**config.mk**
```make
export PLATFORM = sky130hd
export DESIGN_NAME = rgb_to_yv12_planar_encoder
export DESIGN_NICKNAME = d
export VERILOG_FILES = /design/src/rtl/rgbyv_pkg.sv /design/src/rtl/rgbyv_fifo.sv /design/src/rtl/rgbyv_geom.sv /design/src/rtl/rgbyv_front.sv /design/src/rtl/rgbyv_back.sv /design/src/rtl/rgb_to_yv12_planar_encoder.sv
export SDC_FILE = /design/constraint.sdc
export NUM_CORES = 2
export LEC_CHECK = 0
export BUFFER_PORTS_ARGS = -buffer_cell sky130_fd_sc_hd__buf_2
export CORE_ASPECT_RATIO = 1.5
export CORE_UTILIZATION = 69
export DETAILED_ROUTE_END_ITERATION = 16
export PLACE_DENSITY = 0.85
export SYNTH_ARGS = -nofsm -noshare
export SYNTH_HDL_FRONTEND = slang
export SYNTH_SLANG_ARGS = --single-unit
```
**constraint.sdc**
```tcl
create_clock -name aclk -period 14 [get_ports aclk]
set_input_delay 0.7 -clock aclk [delete_from_list [all_inputs] [get_ports aclk]]
set_output_delay 0.7 -clock aclk [all_outputs]
set_load 0.005 [all_outputs]
```
**src/rtl/rgbyv_pkg.sv**
```systemverilog
// shared constants and types of the rgb to yv12 encoder
package rgbyv_pkg;

    localparam int DEF_MAX_WIDTH    = 4096;
    localparam int DEF_MAX_HEIGHT   = 4096;
    localparam int DEF_STRIDE_ALIGN = 16;

    localparam int ADDR_W    = 25;
    localparam int DIM_W     = 14;
    localparam int REG_W     = 13;
    localparam int CFG_IDX_W = 4;
    localparam int PIX_W     = 24;
    localparam int Q_DEPTH   = 4;
    localparam int Q_PTR_W   = $clog2(Q_DEPTH);

    localparam logic [CFG_IDX_W-1:0] REG_FRAME_WIDTH  = CFG_IDX_W'(0);
    localparam logic [CFG_IDX_W-1:0] REG_FRAME_HEIGHT = CFG_IDX_W'(1);

    localparam logic [1:0] PLANE_Y = 2'd0;
    localparam logic [1:0] PLANE_V = 2'd1;
    localparam logic [1:0] PLANE_U = 2'd2;

    typedef struct packed {
        logic              ready;
        logic              load;
        logic [DIM_W-1:0]  eff_w;
        logic [DIM_W-1:0]  eff_h;
        logic [DIM_W-1:0]  row_step;
        logic [ADDR_W-1:0] first_base;
        logic [ADDR_W-1:0] second_base;
    } geom_t;

    typedef struct packed {
        logic              chroma;
        logic [7:0]        y;
        logic [7:0]        u;
        logic [7:0]        v;
        logic [ADDR_W-1:0] luma_addr;
        logic [ADDR_W-1:0] v_addr;
        logic [ADDR_W-1:0] u_addr;
    } px_cmd_t;

endpackage

```
**src/rtl/rgbyv_fifo.sv**
```systemverilog
// short command queue between the pixel front end and the byte sequencer
module rgbyv_fifo (
    input  logic               aclk,
    input  logic               aresetn,
    input  logic               push,
    input  rgbyv_pkg::px_cmd_t wr_data,
    output logic               full,
    input  logic               pop,
    output rgbyv_pkg::px_cmd_t rd_data,
    output logic               nonempty
);
    import rgbyv_pkg::*;

    px_cmd_t              entry_reg [Q_DEPTH];
    logic [Q_PTR_W-1:0]   wr_ptr_reg;
    logic [Q_PTR_W-1:0]   rd_ptr_reg;
    logic [Q_PTR_W:0]     count_reg;

    assign full     = (count_reg == (Q_PTR_W+1)'(Q_DEPTH));
    assign nonempty = (count_reg != '0);
    assign rd_data  = entry_reg[rd_ptr_reg];

    always_ff @(posedge aclk) begin
        if (push) begin
            entry_reg[wr_ptr_reg] <= wr_data;
        end
    end

    always_ff @(posedge aclk) begin
        if (!aresetn) begin
            wr_ptr_reg <= '0;
            rd_ptr_reg <= '0;
            count_reg  <= '0;
        end else begin
            if (push) begin
                wr_ptr_reg <= wr_ptr_reg + 1'b1;
            end
            if (pop) begin
                rd_ptr_reg <= rd_ptr_reg + 1'b1;
            end
            if (push && !pop) begin
                count_reg <= count_reg + 1'b1;
            end else if (pop && !push) begin
                count_reg <= count_reg - 1'b1;
            end
        end
    end

endmodule

```
**src/rtl/rgbyv_geom.sv**
```systemverilog
// frame size registers and the sequencer that derives plane geometry from them
module rgbyv_geom #(
    parameter int MAX_WIDTH    = rgbyv_pkg::DEF_MAX_WIDTH,
    parameter int MAX_HEIGHT   = rgbyv_pkg::DEF_MAX_HEIGHT,
    parameter int STRIDE_ALIGN = rgbyv_pkg::DEF_STRIDE_ALIGN
) (
    input  logic                             aclk,
    input  logic                             aresetn,
    input  logic                             cfg_wr,
    input  logic [rgbyv_pkg::CFG_IDX_W-1:0]  cfg_index,
    input  logic [rgbyv_pkg::REG_W-1:0]      cfg_data,
    output rgbyv_pkg::geom_t                 geom
);
    import rgbyv_pkg::*;

    localparam int DIV_W  = $clog2(MAX_WIDTH + 2 * STRIDE_ALIGN);
    localparam int RSH    = DIV_W + $clog2(STRIDE_ALIGN);
    localparam int RECIP  = ((1 << RSH) + STRIDE_ALIGN - 1) / STRIDE_ALIGN;
    localparam int RP_W   = 2 * DIV_W + 1;
    localparam int PROD_W = DIV_W + DIM_W;
    localparam int FS_W   = 2 * DIM_W;
    localparam int SUM_W  = 2 * DIM_W + 1;

    typedef enum logic [2:0] {
        G_CLAMP, G_DIV_L, G_LOAD_C, G_DIV_C, G_STRIDE, G_MUL, G_FIN, G_DONE
    } gstate_t;

    gstate_t             state_reg;
    logic [REG_W-1:0]    width_reg;
    logic [REG_W-1:0]    height_reg;
    logic [DIM_W-1:0]    eff_w_reg;
    logic [DIM_W-1:0]    eff_h_reg;
    logic [DIV_W-1:0]    num_reg;
    logic [DIV_W-1:0]    quo_reg;
    logic [DIV_W-1:0]    chroma_stride_reg;
    logic [FS_W-1:0]     fsize_reg;
    logic [PROD_W-1:0]   cprod_reg;
    logic [DIM_W-1:0]    row_step_reg;
    logic [ADDR_W-1:0]   first_base_reg;
    logic [ADDR_W-1:0]   second_base_reg;
    logic                ready_reg;
    logic                load_reg;

    logic [DIM_W-1:0]    eff_w_c;
    logic [DIM_W-1:0]    eff_h_c;
    logic [RP_W-1:0]     recip_prod;
    logic [DIV_W-1:0]    quo_c;
    logic [DIV_W-1:0]    aligned;
    logic                size_write;

    // zero counts as one, anything above the maximum is held at the maximum
    always_comb begin
        if (width_reg == '0) begin
            eff_w_c = DIM_W'(1);
        end else if (DIM_W'(width_reg) > DIM_W'(MAX_WIDTH)) begin
            eff_w_c = DIM_W'(MAX_WIDTH);
        end else begin
            eff_w_c = DIM_W'(width_reg);
        end
        if (height_reg == '0) begin
            eff_h_c = DIM_W'(1);
        end else if (DIM_W'(height_reg) > DIM_W'(MAX_HEIGHT)) begin
            eff_h_c = DIM_W'(MAX_HEIGHT);
        end else begin
            eff_h_c = DIM_W'(height_reg);
        end
    end

    // divide by the alignment with a reciprocal multiply, exact for any DIV_W-bit numerator
    assign recip_prod = RP_W'(num_reg) * RP_W'(RECIP);
    assign quo_c      = DIV_W'(recip_prod >> RSH);
    assign aligned    = quo_reg * DIV_W'(STRIDE_ALIGN);

    assign size_write = cfg_wr &&
                        (cfg_index == REG_FRAME_WIDTH || cfg_index == REG_FRAME_HEIGHT);

    always_ff @(posedge aclk) begin
        if (!aresetn) begin
            width_reg  <= REG_W'(640);
            height_reg <= REG_W'(480);
            state_reg  <= G_CLAMP;
            ready_reg  <= 1'b0;
            load_reg   <= 1'b0;
        end else begin
            load_reg <= 1'b0;
            if (size_write) begin
                if (cfg_index == REG_FRAME_WIDTH) begin
                    width_reg <= cfg_data;
                end else begin
                    height_reg <= cfg_data;
                end
                state_reg <= G_CLAMP;
                ready_reg <= 1'b0;
            end else begin
                unique case (state_reg)
                    G_CLAMP: begin
                        eff_w_reg <= eff_w_c;
                        eff_h_reg <= eff_h_c;
                        num_reg   <= DIV_W'(eff_w_c) + DIV_W'(STRIDE_ALIGN - 1);
                        state_reg <= G_DIV_L;
                    end
                    G_DIV_L: begin
                        quo_reg   <= quo_c;
                        state_reg <= G_LOAD_C;
                    end
                    G_LOAD_C: begin
                        // luma stride halved, then rounded up again
                        num_reg   <= (aligned >> 1) + DIV_W'(STRIDE_ALIGN - 1);
                        state_reg <= G_DIV_C;
                    end
                    G_DIV_C: begin
                        quo_reg   <= quo_c;
                        state_reg <= G_STRIDE;
                    end
                    G_STRIDE: begin
                        chroma_stride_reg <= aligned;
                        state_reg         <= G_MUL;
                    end
                    G_MUL: begin
                        fsize_reg <= FS_W'(eff_w_reg) * FS_W'(eff_h_reg);
                        cprod_reg <= PROD_W'(chroma_stride_reg) * PROD_W'(eff_h_reg);
                        state_reg <= G_FIN;
                    end
                    G_FIN: begin
                        row_step_reg    <= DIM_W'((chroma_stride_reg -
                                                   DIV_W'(eff_w_reg >> 1)) >> 1);
                        first_base_reg  <= ADDR_W'(fsize_reg);
                        second_base_reg <= ADDR_W'(SUM_W'(fsize_reg) +
                                                   SUM_W'(cprod_reg >> 1));
                        load_reg        <= 1'b1;
                        state_reg       <= G_DONE;
                    end
                    G_DONE: begin
                        // pixels only once the front end has taken the new bases
                        ready_reg <= 1'b1;
                        state_reg <= G_DONE;
                    end
                    default: begin
                        state_reg <= G_CLAMP;
                    end
                endcase
            end
        end
    end

    assign geom.ready       = ready_reg;
    assign geom.load        = load_reg;
    assign geom.eff_w       = eff_w_reg;
    assign geom.eff_h       = eff_h_reg;
    assign geom.row_step    = row_step_reg;
    assign geom.first_base  = first_base_reg;
    assign geom.second_base = second_base_reg;

endmodule

```
**src/rtl/rgbyv_front.sv**
```systemverilog
// pixel intake: colour conversion, raster counters and plane addresses
module rgbyv_front #(
    parameter int MAX_WIDTH  = rgbyv_pkg::DEF_MAX_WIDTH,
    parameter int MAX_HEIGHT = rgbyv_pkg::DEF_MAX_HEIGHT
) (
    input  logic                         aclk,
    input  logic                         aresetn,
    input  rgbyv_pkg::geom_t             geom,
    input  logic                         s_valid,
    output logic                         s_ready,
    input  logic [rgbyv_pkg::PIX_W-1:0]  s_rgb_pixel,
    input  logic                         q_full,
    output logic                         q_push,
    output rgbyv_pkg::px_cmd_t           q_data
);
    import rgbyv_pkg::*;

    localparam int COL_W = $clog2(MAX_WIDTH);
    localparam int ROW_W = $clog2(MAX_HEIGHT);

    logic [COL_W-1:0]   col_reg;
    logic [ROW_W-1:0]   row_reg;
    logic               parity_reg;
    logic [ADDR_W-1:0]  luma_reg;
    logic [ADDR_W-1:0]  first_reg;
    logic [ADDR_W-1:0]  second_reg;

    logic               accept;
    logic               chroma;
    logic               col_end;
    logic               row_end;
    logic [ADDR_W-1:0]  first_inc;
    logic [ADDR_W-1:0]  second_inc;
    logic signed [17:0] r_s;
    logic signed [17:0] g_s;
    logic signed [17:0] b_s;
    logic signed [17:0] sum_y;
    logic signed [17:0] sum_u;
    logic signed [17:0] sum_v;

    function automatic logic [7:0] clamp_byte(input logic signed [17:0] v);
        if (v < 18'sd0) begin
            return 8'd0;
        end else if (v > 18'sd255) begin
            return 8'd255;
        end
        return v[7:0];
    endfunction

    assign s_ready = geom.ready && !q_full;
    assign accept  = s_valid && s_ready;

    assign r_s = $signed({10'd0, s_rgb_pixel[23:16]});
    assign g_s = $signed({10'd0, s_rgb_pixel[15:8]});
    assign b_s = $signed({10'd0, s_rgb_pixel[7:0]});

    // bt.601 integer weights, rounded and floored by eight bits
    assign sum_y = 18'sd66 * r_s + 18'sd129 * g_s + 18'sd25 * b_s + 18'sd128;
    assign sum_u = 18'sd112 * b_s - 18'sd38 * r_s - 18'sd74 * g_s + 18'sd128;
    assign sum_v = 18'sd112 * r_s - 18'sd94 * g_s - 18'sd18 * b_s + 18'sd128;

    assign chroma     = !row_reg[0] && !parity_reg;
    assign col_end    = (DIM_W'(col_reg) + 1'b1) >= geom.eff_w;
    assign row_end    = (DIM_W'(row_reg) + 1'b1) >= geom.eff_h;
    assign first_inc  = first_reg + ADDR_W'(chroma);
    assign second_inc = second_reg + ADDR_W'(chroma);

    assign q_push           = accept;
    assign q_data.chroma    = chroma;
    assign q_data.y         = clamp_byte((sum_y >>> 8) + 18'sd16);
    assign q_data.u         = clamp_byte((sum_u >>> 8) + 18'sd128);
    assign q_data.v         = clamp_byte((sum_v >>> 8) + 18'sd128);
    assign q_data.luma_addr = luma_reg;
    assign q_data.v_addr    = first_reg;
    assign q_data.u_addr    = second_reg;

    always_ff @(posedge aclk) begin
        if (!aresetn) begin
            col_reg    <= '0;
            row_reg    <= '0;
            parity_reg <= 1'b0;
            luma_reg   <= '0;
            first_reg  <= '0;
            second_reg <= '0;
        end else if (geom.load || (accept && col_end && row_end)) begin
            // new geometry or end of frame
            col_reg    <= '0;
            row_reg    <= '0;
            parity_reg <= 1'b0;
            luma_reg   <= '0;
            first_reg  <= geom.first_base;
            second_reg <= geom.second_base;
        end else if (accept) begin
            luma_reg   <= luma_reg + 1'b1;
            parity_reg <= !parity_reg;
            if (col_end) begin
                col_reg    <= '0;
                row_reg    <= row_reg + 1'b1;
                first_reg  <= first_inc + ADDR_W'(geom.row_step);
                second_reg <= second_inc + ADDR_W'(geom.row_step);
            end else begin
                col_reg    <= col_reg + 1'b1;
                first_reg  <= first_inc;
                second_reg <= second_inc;
            end
        end
    end

endmodule

```
**src/rtl/rgbyv_back.sv**
```systemverilog
// byte sequencer: one queued pixel becomes one or three byte writes
module rgbyv_back (
    input  logic                          aclk,
    input  logic                          aresetn,
    input  logic                          q_nonempty,
    input  rgbyv_pkg::px_cmd_t            q_head,
    output logic                          q_pop,
    output logic                          m_valid,
    input  logic                          m_ready,
    output logic [rgbyv_pkg::ADDR_W-1:0]  m_byte_address,
    output logic [7:0]                    m_byte_value,
    output logic [1:0]                    m_plane,
    output logic                          m_last_of_pixel
);
    import rgbyv_pkg::*;

    typedef enum logic [1:0] {PH_Y, PH_V, PH_U} phase_t;

    phase_t             phase_reg;
    logic               m_valid_reg;
    logic [ADDR_W-1:0]  addr_reg;
    logic [7:0]         value_reg;
    logic [1:0]         plane_reg;
    logic               last_reg;
    logic               load;

    assign load  = q_nonempty && (!m_valid_reg || m_ready);
    assign q_pop = load && ((phase_reg == PH_Y && !q_head.chroma) || phase_reg == PH_U);

    always_ff @(posedge aclk) begin
        if (!aresetn) begin
            phase_reg   <= PH_Y;
            m_valid_reg <= 1'b0;
        end else begin
            if (load) begin
                m_valid_reg <= 1'b1;
            end else if (m_ready) begin
                m_valid_reg <= 1'b0;
            end
            if (load) begin
                unique case (phase_reg)
                    PH_Y: begin
                        addr_reg  <= q_head.luma_addr;
                        value_reg <= q_head.y;
                        plane_reg <= PLANE_Y;
                        last_reg  <= !q_head.chroma;
                        phase_reg <= q_head.chroma ? PH_V : PH_Y;
                    end
                    PH_V: begin
                        addr_reg  <= q_head.v_addr;
                        value_reg <= q_head.v;
                        plane_reg <= PLANE_V;
                        last_reg  <= 1'b0;
                        phase_reg <= PH_U;
                    end
                    PH_U: begin
                        addr_reg  <= q_head.u_addr;
                        value_reg <= q_head.u;
                        plane_reg <= PLANE_U;
                        last_reg  <= 1'b1;
                        phase_reg <= PH_Y;
                    end
                    default: begin
                        phase_reg <= PH_Y;
                    end
                endcase
            end
        end
    end

    assign m_valid         = m_valid_reg;
    assign m_byte_address  = addr_reg;
    assign m_byte_value    = value_reg;
    assign m_plane         = plane_reg;
    assign m_last_of_pixel = last_reg;

endmodule

```
**src/rtl/rgb_to_yv12_planar_encoder.sv**
```systemverilog
// top level of the rgb888 to yv12 planar encoder
//
//  channel | direction | handshake          | payload
//  --------+-----------+--------------------+-----------------------------------------
//  cfg     | in        | cfg_valid/cfg_ready| cfg_index, cfg_data (frame width/height)
//  s       | in        | s_valid/s_ready    | s_rgb_pixel
//  m       | out       | m_valid/m_ready    | m_byte_address, m_byte_value, m_plane,
//          |           |                    | m_last_of_pixel
//
// one byte request leaves per cycle from the output register while m_ready is high and
// a pixel is queued; a luma-only pixel gives one request, a pixel with chroma three;
// every other pixel carries chroma along even rows, none on odd rows; the front end takes
// a pixel per cycle into a four-entry queue while that queue has room and geometry is
// ready; after reset and each size write s_ready stays low while strides and plane bases
// are worked out; reset is synchronous and active low; cfg_ready stays high
module rgb_to_yv12_planar_encoder #(
    parameter int MAX_WIDTH    = rgbyv_pkg::DEF_MAX_WIDTH,
    parameter int MAX_HEIGHT   = rgbyv_pkg::DEF_MAX_HEIGHT,
    parameter int STRIDE_ALIGN = rgbyv_pkg::DEF_STRIDE_ALIGN
) (
    input  logic                             aclk,
    input  logic                             aresetn,
    // configuration writes
    input  logic                             cfg_valid,
    output logic                             cfg_ready,
    input  logic [rgbyv_pkg::CFG_IDX_W-1:0]  cfg_index,
    input  logic [rgbyv_pkg::REG_W-1:0]      cfg_data,
    // pixel requests
    input  logic                             s_valid,
    output logic                             s_ready,
    input  logic [rgbyv_pkg::PIX_W-1:0]      s_rgb_pixel,
    // byte write requests
    output logic                             m_valid,
    input  logic                             m_ready,
    output logic [rgbyv_pkg::ADDR_W-1:0]     m_byte_address,
    output logic [7:0]                       m_byte_value,
    output logic [1:0]                       m_plane,
    output logic                             m_last_of_pixel
);
    import rgbyv_pkg::*;

    geom_t    geom;
    px_cmd_t  push_data;
    px_cmd_t  head_data;
    logic     q_push;
    logic     q_pop;
    logic     q_full;
    logic     q_nonempty;
    logic     cfg_wr;

    // writes are always taken; a size write restarts the frame
    assign cfg_ready = 1'b1;
    assign cfg_wr    = cfg_valid && cfg_ready;

    // frame geometry: strides, plane bases and the per-row chroma step
    rgbyv_geom #(
        .MAX_WIDTH    (MAX_WIDTH),
        .MAX_HEIGHT   (MAX_HEIGHT),
        .STRIDE_ALIGN (STRIDE_ALIGN)
    ) u_geom (
        .aclk      (aclk),
        .aresetn   (aresetn),
        .cfg_wr    (cfg_wr),
        .cfg_index (cfg_index),
        .cfg_data  (cfg_data),
        .geom      (geom)
    );

    // front end: converts the pixel and works out where its bytes land
    rgbyv_front #(
        .MAX_WIDTH  (MAX_WIDTH),
        .MAX_HEIGHT (MAX_HEIGHT)
    ) u_front (
        .aclk        (aclk),
        .aresetn     (aresetn),
        .geom        (geom),
        .s_valid     (s_valid),
        .s_ready     (s_ready),
        .s_rgb_pixel (s_rgb_pixel),
        .q_full      (q_full),
        .q_push      (q_push),
        .q_data      (push_data)
    );

    // decouples pixel intake from byte output
    rgbyv_fifo u_fifo (
        .aclk     (aclk),
        .aresetn  (aresetn),
        .push     (q_push),
        .wr_data  (push_data),
        .full     (q_full),
        .pop      (q_pop),
        .rd_data  (head_data),
        .nonempty (q_nonempty)
    );

    // back end: luma, then v and u on chroma pixels
    rgbyv_back u_back (
        .aclk            (aclk),
        .aresetn         (aresetn),
        .q_nonempty      (q_nonempty),
        .q_head          (head_data),
        .q_pop           (q_pop),
        .m_valid         (m_valid),
        .m_ready         (m_ready),
        .m_byte_address  (m_byte_address),
        .m_byte_value    (m_byte_value),
        .m_plane         (m_plane),
        .m_last_of_pixel (m_last_of_pixel)
    );

endmodule

```
==> summary.txt <==
Cells and area
  • Ant diodes: 0
  • Nets: 5091
  • Most frequent cells in the layout: edfxtp_1, inv_1, ha_1, nand2_1, nor2_1
  • Most common cell after layout, fill and taps aside: edfxtp_1
  • Max FFs per register: 400
  • Layout Cell Area excl Fill: 52200 µm²
  • Synth-to-layout area growth: 7.29%
  • Non-Filler Instances: 5263
  • Fraction of final layout cells with drive strength greater than 1: 0.0841

Global routing
  • Initial antenna violation count: 3
  • Total grt overflow: 0
  • Largest net degree at the start of global routing: 69
  • Wire length of the first global-routing pass: 188 mm
  • Number of global-route vias before repair: 35200
  • GRT Total Usage: 0.346

Placed design
  • Gpl congestion: 0.977
  • Post-detail-place hpwl: between 80 and 90 mm
  • Placed cells: 5136
  • Post-DP Area: 49900 µm²
  • Pre-CTS setup slack: 6.15 ns
  • Port Buffers: 83

Synthesis
  • FF+latch count, synth: 739
  • Synth Area in Compound Gates: 0.0849
  • Adder-Cell Fraction of Synth Area: 0.232
  • Synthesis warning total: 0
  • Largest family of logic cells by synthesized area: adder cells
  • EDFF count, synth: around 600
  • Synth top area share: 0.368
  • Post-synthesis cell type count: 79
  • Top_reg_cell synth: edfxtp_1
  • Mux contribution to synthesized area: 0.0498
  • FFs w/ async S/R, synth: 0
  • Post-synthesis sequential area ratio: 0.427
  • Mapped Area: ~50000 µm²
  • Simple-Gate Fraction of Synth Area: 0.105
  • Dominant cell type by area after synthesis: edfxtp_1
  • Synth Area in XOR/XNOR: 0.0511
  • Avg Cell Area, Syn: ~11 µm²
  • Synth top area cells: edfxtp_1, ha_1, fa_1
  • Cell count after synthesis: 4278
  • Mapped Nets: 5062

Route
  • Drt wl/cell: 22.9 µm
  • Initial detailed-routing violation count: ~2700
  • Vias per cell: 6.39
  • DRC viols: 0
  • Final wirelength: 120 mm
  • DR vias: 33600
  • Pre-antenna DRT Iters: 7
  • Met1 Wirelength: around 40 mm
  • Met2 Routed Length: 62.0 mm
  • Top sig layer: met5
  • Met3 WL: approximately 8.2 mm
  • ANT nets after route: 0

STA
  • Minimum clock period after layout: 7.54 ns
  • TNS Setup: 0 ns
  • Rel. slew slack: 0.167
  • Worst-Margin Slew: 1.24 ns
  • Setup-failing EPs final: 0
  • Final hold vios: 0
  • RSZ-0062 raised after global routing: no
  • Slew Viols, Final: 0
  • Fin crit share: 0.539
  • Fmax: 0.133 GHz
  • Final worst slack: approximately 6.5 ns
  • Final Skew: around 0.023 ns

Power
  • Net Sw Frac: 0.387
  • Combinational Power Share: 0.467
  • Total power draw: 8.94 mW
  • Switching power: 3.46 mW
  • Internal: 5.48 mW
  • Pwr Density: around 170 nW/µm²
  • Maximum vdd drop: 0.000280 V
  • Pleak: 21.4 nW
  • Clock power share: 0.215
  • Sequential share of power: 0.317

Clock network
  • CTS Buf Count: 69
  • Total clock sinks: 739
  • Post-CTS Resized: 0
  • Root Buffer: clkbuf_16
  • Clk_lat worst skew: 0.64 ns
  • CTS tree: done
  • Clk slew on worst S/H paths: 0.06 ns
  • H-tree depth: 3
  • # Post-CTS Setup Buffers: 0
  • Clock buffer depth: 3
  • CTS Hold Bufs: 0

Setup path
  • CP max stage cell: a211oi_1
  • WP data arrival: 7.99 ns
  • Worst Path Required: between 10 and 15 ns
  • Worst-path maximum fanout: 6
  • Crit start category: primary input
  • Critical Path Sink Type: flip-flop
  • Crit Path Category: primary input to flip-flop
  • Worst Path Buf+Inv: 5
  • CP max stage delay: 0.80 ns
  • CP delay by family, top: adder cells

Outcome
  • Status: complete, no violations

Floorplanning
  • Die H: between 300 and 400 µm
  • Die span in x: 219 µm
  • Starting Density: 0.701
  • DIE AREA: 71600 µm²
  • Core Footprint: 69400 µm²
  • Cell Rows: 118
  • I/O Pins: 85

Worst hold path
  • Hold Path Class: primary input to flip-flop

Run
  • Max-Cap Viols: 0
==> Yosys cell counts (all sizes together), types with 21 or more instances <==
library cell  count
and2             77
inv             491
clkbuf          127
mux4            100
o21ai            93
a211oi           29
a31oi            24
and3             28
nor2b            46
nor3             41
nand2           357
a21o             47
dfxtp           143
nand3            82
a21oi           250
buf              26
a22oi            38
nand4            23
o21bai           33
fa              276
nor2            328
xor2            104
nor4             21
xnor2           180
or3              30
edfxtp          596
o21a             26
ha              462
==> cells by family after synthesis <==
| family | count (synthesis) |
|---|---|
| AND/OR/NAND/NOR | 1096 |
| adder cells (fa/ha/maj) | 738 |
| other | 1 |
| flip-flops | 739 |
| multiplexers | 117 |
| AO/OA/AOI/OAI | 655 |
| buffers and inverters | 648 |
| XOR/XNOR | 284 |
==> worst reg2reg max path: cells and delay by family (launching register included) <==
| family | cells | cell delay, ns |
|---|---|---|
| flops | 1 | 0.95 |
| compound gates | 6 | 1.47 |
| fa+ha+maj | 7 | 3.01 |
| buf+inv | 3 | 0.14 |
| xor+xnor | 1 | 0.14 |
| simple gates | 3 | 0.74 |
==> power groups by stage <==
stage / clock (mW) / sequential (mW) / combinational [mW]
finish: 1.93 / 2.84 / 4.18
floorplan: 0 / 2.86 / 2.94
global placement: 0 / 2.88 / 3.77
CTS: 1.93 / 2.84 / 4.10
detailed placement: 0 / 2.88 / 3.97
global route: 2.01 / 2.84 / 4.59
==> cell type report <==
type | count | area, µm²
clock buffer | 88 | 1850
clock inverter | 39 | 443
fill | 4314 | 17200
inverter | 495 | 1860
multi-input combinational | 2891 | 25500
sequential | 739 | 20800
tap | 900 | 1130
timing repair buffer | 111 | 626
==> final timing paths <==
path | start | to | slack [ns] | cells past startpoint
worst max-delay path | s_rgb_pixel[10] | u_fifo.entry_reg[0][79]$_DFFE_PP_ | 6.46 | 26
worst min-delay path | cfg_data[5] | u_geom.height_reg[5]$_SDFFE_PN1P_ | 0.30 | 3
worst max register to register | u_geom.eff_h_reg[4]$_SDFFCE_PP0P_ | u_geom.fsize_reg[23]$_DFFE_PP_ | 7.33 | 20
worst min register to register | u_geom.fsize_reg[0]$_DFFE_PP_ | u_geom.second_base_reg[0]$_DFFE_PP_ | 0.42 | 0
==> metrics by stage <==
step,hold WS [ns],utilization
detailed placement,0.406,0.719
CTS,0.282,0.752
finish,0.301,0.752
global placement,0.401,0.719
floorplan,0.400,-
global route,0.324,0.752
==> routing by layer <==
metal  global-route usage  vias to the layer above
met3               0.0482                      567
met2                0.619                     1769
met5                    0                        -
met1                0.362                    16300
met4                0.271                        4
li1                     -                    15000
No activity file was read; power rests on OpenSTA's default activity.
